<file path="config.mk">
export PLATFORM = sky130hd
export DESIGN_NAME = dsi_sqrt
export DESIGN_NICKNAME = d
export VERILOG_FILES = /design/src/rtl/dsi_sqrt.sv
export SDC_FILE = /design/constraint.sdc
export NUM_CORES = 2
export LEC_CHECK = 0
export BUFFER_PORTS_ARGS = -buffer_cell sky130_fd_sc_hd__buf_2
export CORE_MARGIN = 1
export CORE_UTILIZATION = 45
export CTS_BUF_LIST = sky130_fd_sc_hd__clkbuf_4
export DETAILED_ROUTE_END_ITERATION = 10
export GPL_TIMING_DRIVEN = 0
export SLEW_MARGIN = 20
export SYNTH_ARGS = -nofsm -noshare
export SYNTH_HDL_FRONTEND = slang
export SYNTH_MEMORY_MAX_BITS = 65536
export SYNTH_SLANG_ARGS = --single-unit
</file>
<file path="constraint.sdc">
create_clock -name clk -period 7.7 [get_ports clk]
set_input_delay 2.31 -clock clk [delete_from_list [all_inputs] [get_ports clk]]
set_output_delay 2.31 -clock clk [all_outputs]
set_load 0.02 [all_outputs]
</file>
<file path="src/rtl/dsi_sqrt.sv">
// Pipelined integer square root, one result bit per stage.
`default_nettype none
module dsi_sqrt #(
  parameter int unsigned TAG_W = 8
) (
  input  wire logic             clk,
  input  wire logic             rst_n,
  input  wire logic             en,
  input  wire logic             in_valid,
  input  wire logic [63:0]      in_radicand,
  input  wire logic [TAG_W-1:0] in_tag,
  output logic                  out_valid,
  output logic [31:0]           out_root,
  output logic [TAG_W-1:0]      out_tag
);
  localparam int unsigned STEPS = 32;

  logic [63:0]      num_r  [STEPS];
  logic [63:0]      root_r [STEPS];
  logic             vld_r  [STEPS];
  logic [TAG_W-1:0] tag_r  [STEPS];

  for (genvar k = 0; k < STEPS; k++) begin : g_step
    localparam logic [63:0] BIT = 64'd1 << (62 - 2 * k);
    logic [63:0]      n_in;
    logic [63:0]      r_in;
    logic [63:0]      trial;
    logic             v_in;
    logic [TAG_W-1:0] t_in;

    if (k == 0) begin : g_first
      assign n_in = in_radicand;
      assign r_in = '0;
      assign v_in = in_valid;
      assign t_in = in_tag;
    end else begin : g_next
      assign n_in = num_r[k-1];
      assign r_in = root_r[k-1];
      assign v_in = vld_r[k-1];
      assign t_in = tag_r[k-1];
    end

    assign trial = r_in + BIT;

    always_ff @(posedge clk) begin
      if (!rst_n) begin
        vld_r[k] <= 1'b0;
      end else if (en) begin
        vld_r[k] <= v_in;
      end
    end

    always_ff @(posedge clk) begin
      if (en) begin
        tag_r[k] <= t_in;
        if (n_in >= trial) begin
          num_r[k]  <= n_in - trial;
          root_r[k] <= (r_in >> 1) + BIT;
        end else begin
          num_r[k]  <= n_in;
          root_r[k] <= r_in >> 1;
        end
      end
    end
  end

  assign out_valid = vld_r[STEPS-1];
  assign out_root  = root_r[STEPS-1][31:0];
  assign out_tag   = tag_r[STEPS-1];

endmodule
`default_nettype wire

</file>
; Yosys cells after proc, flatten, opt, wreduce, memory -nomap -nowiden
; Memories as Yosys holds them, arrays and structs flattened.
; Index checks and enable logic that the tools add are counted.
[word_totals]
reg_bits = 0
ram_bits = 4384
input_bits = 76
out_inout_bits = 41
elab_cells = 519
n_memories = 4
[classes]
n_addsub = 94
n_lt_le_gt_ge = 32
muxes = 293
n_bitwise = 96
[mem_list]
columns = memory, words, width, rd, rd_ports_with_merged_regs, write_ports, line
row1 = num_r, 32, 64, 31, 0, 32, 18  ; logic [63:0] num_r [STEPS];
row2 = root_r, 32, 64, 32, 0, 32, 19  ; logic [63:0] root_r [STEPS];
row3 = tag_r, 32, 8, 32, 0, 32, 21  ; logic [TAG_W-1:0] tag_r [STEPS];
row4 = vld_r, 32, 1, 32, 0, 32, 20  ; logic vld_r [STEPS];
[op_table]
columns = cell, n
row1 = 2-to-1 mux 64 bit, 64
row2 = >= comparator 64 bit, 31
row3 = subtractor 64 bit, 31
row4 = 2-to-1 mux 1 bit, 229
row5 = OR 1 bit, 96
row6 = adder 63 x 1 -> 64 bit (second input constant), 1
row7 = adder 63 x 11 -> 64 bit (second input constant), 1
row8 = adder 63 x 13 -> 64 bit (second input constant), 1
row9 = adder 63 x 15 -> 64 bit (second input constant), 1
row10 = adder 63 x 17 -> 64 bit (second input constant), 1
row11 = adder 63 x 19 -> 64 bit (second input constant), 1
row12 = adder 63 x 21 -> 64 bit (second input constant), 1
row13 = adder 63 x 23 -> 64 bit (second input constant), 1
row14 = adder 63 x 25 -> 64 bit (second input constant), 1
row15 = adder 63 x 27 -> 64 bit (second input constant), 1
row16 = adder 63 x 29 -> 64 bit (second input constant), 1
row17 = adder 63 x 3 -> 64 bit (second input constant), 1
row18 = adder 63 x 31 -> 64 bit (second input constant), 1
row19 = adder 63 x 33 -> 64 bit (second input constant), 1
row20 = adder 63 x 35 -> 64 bit (second input constant), 1
row21 = adder 63 x 37 -> 64 bit (second input constant), 1
row22 = adder 63 x 39 -> 64 bit (second input constant), 1
row23 = adder 63 x 41 -> 64 bit (second input constant), 1
row24 = adder 63 x 43 -> 64 bit (second input constant), 1
row25 = 45 further kinds, 45

; Longest topological paths before layout
; An unclocked memory read counts as a cell.
[logic_depth]
ltp_word = 7
mapped_depth = 14
depth_no_buf = 12

; Least setup slack after synthesis
; Ideal clock, no wire load.
[synth_path]
kind = input to register
from = in en
to = mem num_r[30][0] (netlist: num_r[1][896]) (enable)
setup_time_ns = 0.487
arrival_time_ns = 5.708
required_time_ns = 7.213
setup_slack_ns = 1.504
path_stages = 4
n_path_buf = 4
path_cell_list = clkbuf_1 -> clkbuf_1 -> clkbuf_1 -> clkbuf_1
[synth_lines]
columns = item, line
row1 = from (decl), 8  ; input wire logic en,
row2 = to (decl), 18

==> metrics.yaml <==
logic_synthesis:
  synth_edf_count: 2799
  yosys.area_share.adder: 0.0535
  syn-num-nets: 10800
  syn_area_sq_mm: 0.130
  post_synth.cell_area_avg_sq_um: 12.9
  syn_inst: 10100
  yosysTopAreaCell: "edfxtp_1"
  netlist_top_cells_area: "edfxtp_1, ha_1, xnor2_1, xor2_1, nand2_1"
  ys_types: 91
  synthFlopType: "edfxtp_1"
  ys_warn_count: 0
  synth.top_cell.area_share: 0.645
  synthMuxAreaShare: 0.00672
  ys_seq_elements: 2800
  synth_simple_gate_area_frac: 0.123
  synth-compound-area-share: 0.0862
  yosysSeqAreaShare: 0.645
  yosys.area_share.xor_xnor: 0.0599
  synth_top_family_by_area: "simple AND/OR/NAND/NOR gates"
  async_flop_share: 0
placement:
  dp_cells: 14100
  gp_congestion: 0.935
  io_buffers: 116
  hpwl_mm: 250
pwr:
  power_density_mw_per_mm2: 284
  power.total_mw: 41.5
  ir_drop_mv: 0.168
  power.leakage_nw: 54.4
clocking:
  clkLatencyLatePin_ns: 1.58
  cts_made_buffers: 721
  cts_tree: "done"
  clk_transition_reported_paths_ns: 0.07
  cts_setup_buffers: 0
  cts_hold_buf: 0
  cts_buffer_depth: 4
  postCtsResizedCells: 0
  cts-root-buf: "clkbuf_4"
  htreeDepth: 6
  clock-sinks: 2800
critical_path:
  crit_start: "en"
  critPathLaunchType: "primary input"
  cp.required_ns: 9.00
  endpoint: "num_r[1][795]"
  worstReg2RegEnd: "num_r[1][952]"
  reg2reg_from: "num_r[1][880]"
  regToRegSetupSlack_ns: 2.51
  worstSetupPathType: "primary input to flop"
  cp-end-kind: "flop"
  worstPathArrival_ns: 7.88
  ff2ff_path_depth: 9
  path_max_fanout: 100
finish:
  syn_to_final_growth_pct: 11.8
  fill_cells: 25100
  final_layout_size_suffix_gt1_frac: 0.128
  fin_cells: 15300
  fin_nets: 11600
  final_util: 0.506
drt:
  wl_met1_mm: 147
  wire_per_inst_um: 21.6
  via_count: 84700
  drtIter0Drc: 7337
  drc: 0
  routed-wl-met2_mm: 155
  met3RoutedLength_mm: 20.0
  vias_per_cell: 5.54
  routed_wl_mm: 330
  top_layer: "met4"
  ant_nets: 0
  first_pass_iters: 6
sta:
  fin_crit_ns: 6.58
  worst_clock_skew_ns: 0.204
  maxSlewViolCount: 0
  slew_headroom: 0.151
  fmax_mhz: 152
  setup_viol: 0
  hold_ws_ns: 0.363
  setup_tns_ns: 0
  worstMarginPinSlew_ns: 1.26
  grt_setup_unrepaired: "false"
  timing.final.crit_share: 0.854
  final-hold-violation-count: 0
floorplanning:
  die_h_um: 540
  fp.dieArea_sq_mm: 0.292
  ios: 117
  die_w_um: 540
  row_count: 197
  initial_core_util: 0.452
  core_area_sq_mm: 0.288
status:
  run_status: "finished, final reports clean"
global_routing:
  overflow: 0
  first_global_vias: 83500
  track_usage: 0.222
  grt_max_degree: 111
  grt_pass1_wl_mm: 498
  grt_antenna_before_repair: 6
min_path:
  min_path_type: "flop to flop"
flow_run:
  maxCapViolations: 0
==> power breakdown <==
group          switching, mW  internal, mW
logic                   5.21          3.31
clock network           6.09          6.29
registers               1.44          19.1
==> cells by family (layout without fill, tap and decap cells) <==
group / after synthesis / after routing
muxes: 79 / 79
xor gates and xnor gates: 891 / 891
AOI/OAI and AO/OA: 1817 / 1817
buffers and inverters: 906 / 2272
DFF: 2800 / 2800
other: 0 / 7
adders and majority gates: 558 / 558
and+or+nand+nor: 3085 / 3085
==> worst max-delay path, stage by stage <==
cell and delay (ns):
buf_8 0.30, buf_16 0.39, clkbuf_2 0.43, buf_16 0.20, clkinv_2 0.49, or3_1 0.64, nor3_1 0.52, o311ai_0 0.25
a211oi_1 0.82, clkbuf_1 0.63, clkbuf_1 0.51, nand2_1 0.14, o21ai_0 0.12
==> layout make-up <==
type,instances,area (sq um),area share
clock inverter,220,1410,0.00964
clock buffer,990,7430,0.0510
buffer,229,1000,0.00687
multi-input combinational,6430,43000,0.295
antenna,7,17.5,0.000120
inverter,677,2540,0.0174
tap,3781,4730,0.0324
timing repair buffer,156,1600,0.0109
sequential,2800,84100,0.577
==> synth_stat cells, drive strengths merged, types with 47 or more instances <==
master  number
o21ai      539
and3        78
o21bai      47
or4         82
a31oi       54
or3        113
o21a        84
nor2b       64
inv        675
nor4       401
nand4      183
clkbuf     214
a21oi      510
nor3       241
edfxtp    2799
xnor2      469
ha         558
a211oi      71
a21o       212
nor2       576
nand2b     124
nand2      772
xor2       422
nor4b       50
or2         56
nand3      172
mux2        68
==> sequential cells by signal, indices dropped and copies added (netlist names) <==
name,count
num_r,1984
root_r,528
tag_r,256
vld_r,32
==> metrics by stage <==
stage          instance area, sq um  worst slack, ns
6_report                     146000             1.12
3_3_place_gp                 136000            -6.97
4_1_cts                      146000             1.44
3_5_place_dp                 137000           -0.282
5_1_grt                      146000             1.04
2_1_floorplan                130000             1.50
==> layer usage <==
metal	GRT usage	vias to the layer above
li1	-	40400
met1	0.302	41200
met2	0.362	2593
met3	0.0415	521
met4	0.0661	0
met5	0	-
==> layout by cell type, fill, tap and decap left out, types with 68 or more instances in the layout <==
cell | Yosys | routed
xor2_1 | 422 | 422
clkbuf_1 | 214 | 178
inv_1 | 675 | 675
a21o_1 | 212 | 212
clkinv_1 | 2 | 129
and3_1 | 78 | 78
a21oi_1 | 510 | 509
nand4_1 | 183 | 183
edfxtp_1 | 2799 | 2799
nor4_1 | 400 | 393
clkbuf_4 | 0 | 1021
nor2_1 | 576 | 576
nand2_1 | 769 | 768
o21a_1 | 83 | 83
o21ai_0 | 536 | 536
or4_1 | 78 | 78
or3_1 | 112 | 112
a211oi_1 | 71 | 68
mux2_2 | 68 | 68
ha_1 | 558 | 558
buf_2 | 5 | 123
nand3_1 | 172 | 172
xnor2_1 | 469 | 469
nand2b_1 | 121 | 121
nor3_1 | 240 | 238
==> how the worst min path moves through the flow <==
| stage | from | to | depth (start not counted) |
|---|---|---|---|
| 6_report | tag_r[1][54] | tag_r[1][62] | 0 |
| 5_1_grt | num_r[1][0] | num_r[1][64] | 0 |
| 4_1_cts | num_r[1][0] | num_r[1][64] | 0 |
| 3_5_place_dp | tag_r[0][100] | tag_r[0][108] | 0 |
| 3_3_place_gp | tag_r[1][110] | tag_r[1][118] | 0 |
| 2_1_floorplan | tag_r[0][92] | tag_r[0][100] | 0 |
No activity file was read; power rests on OpenSTA's default activity.
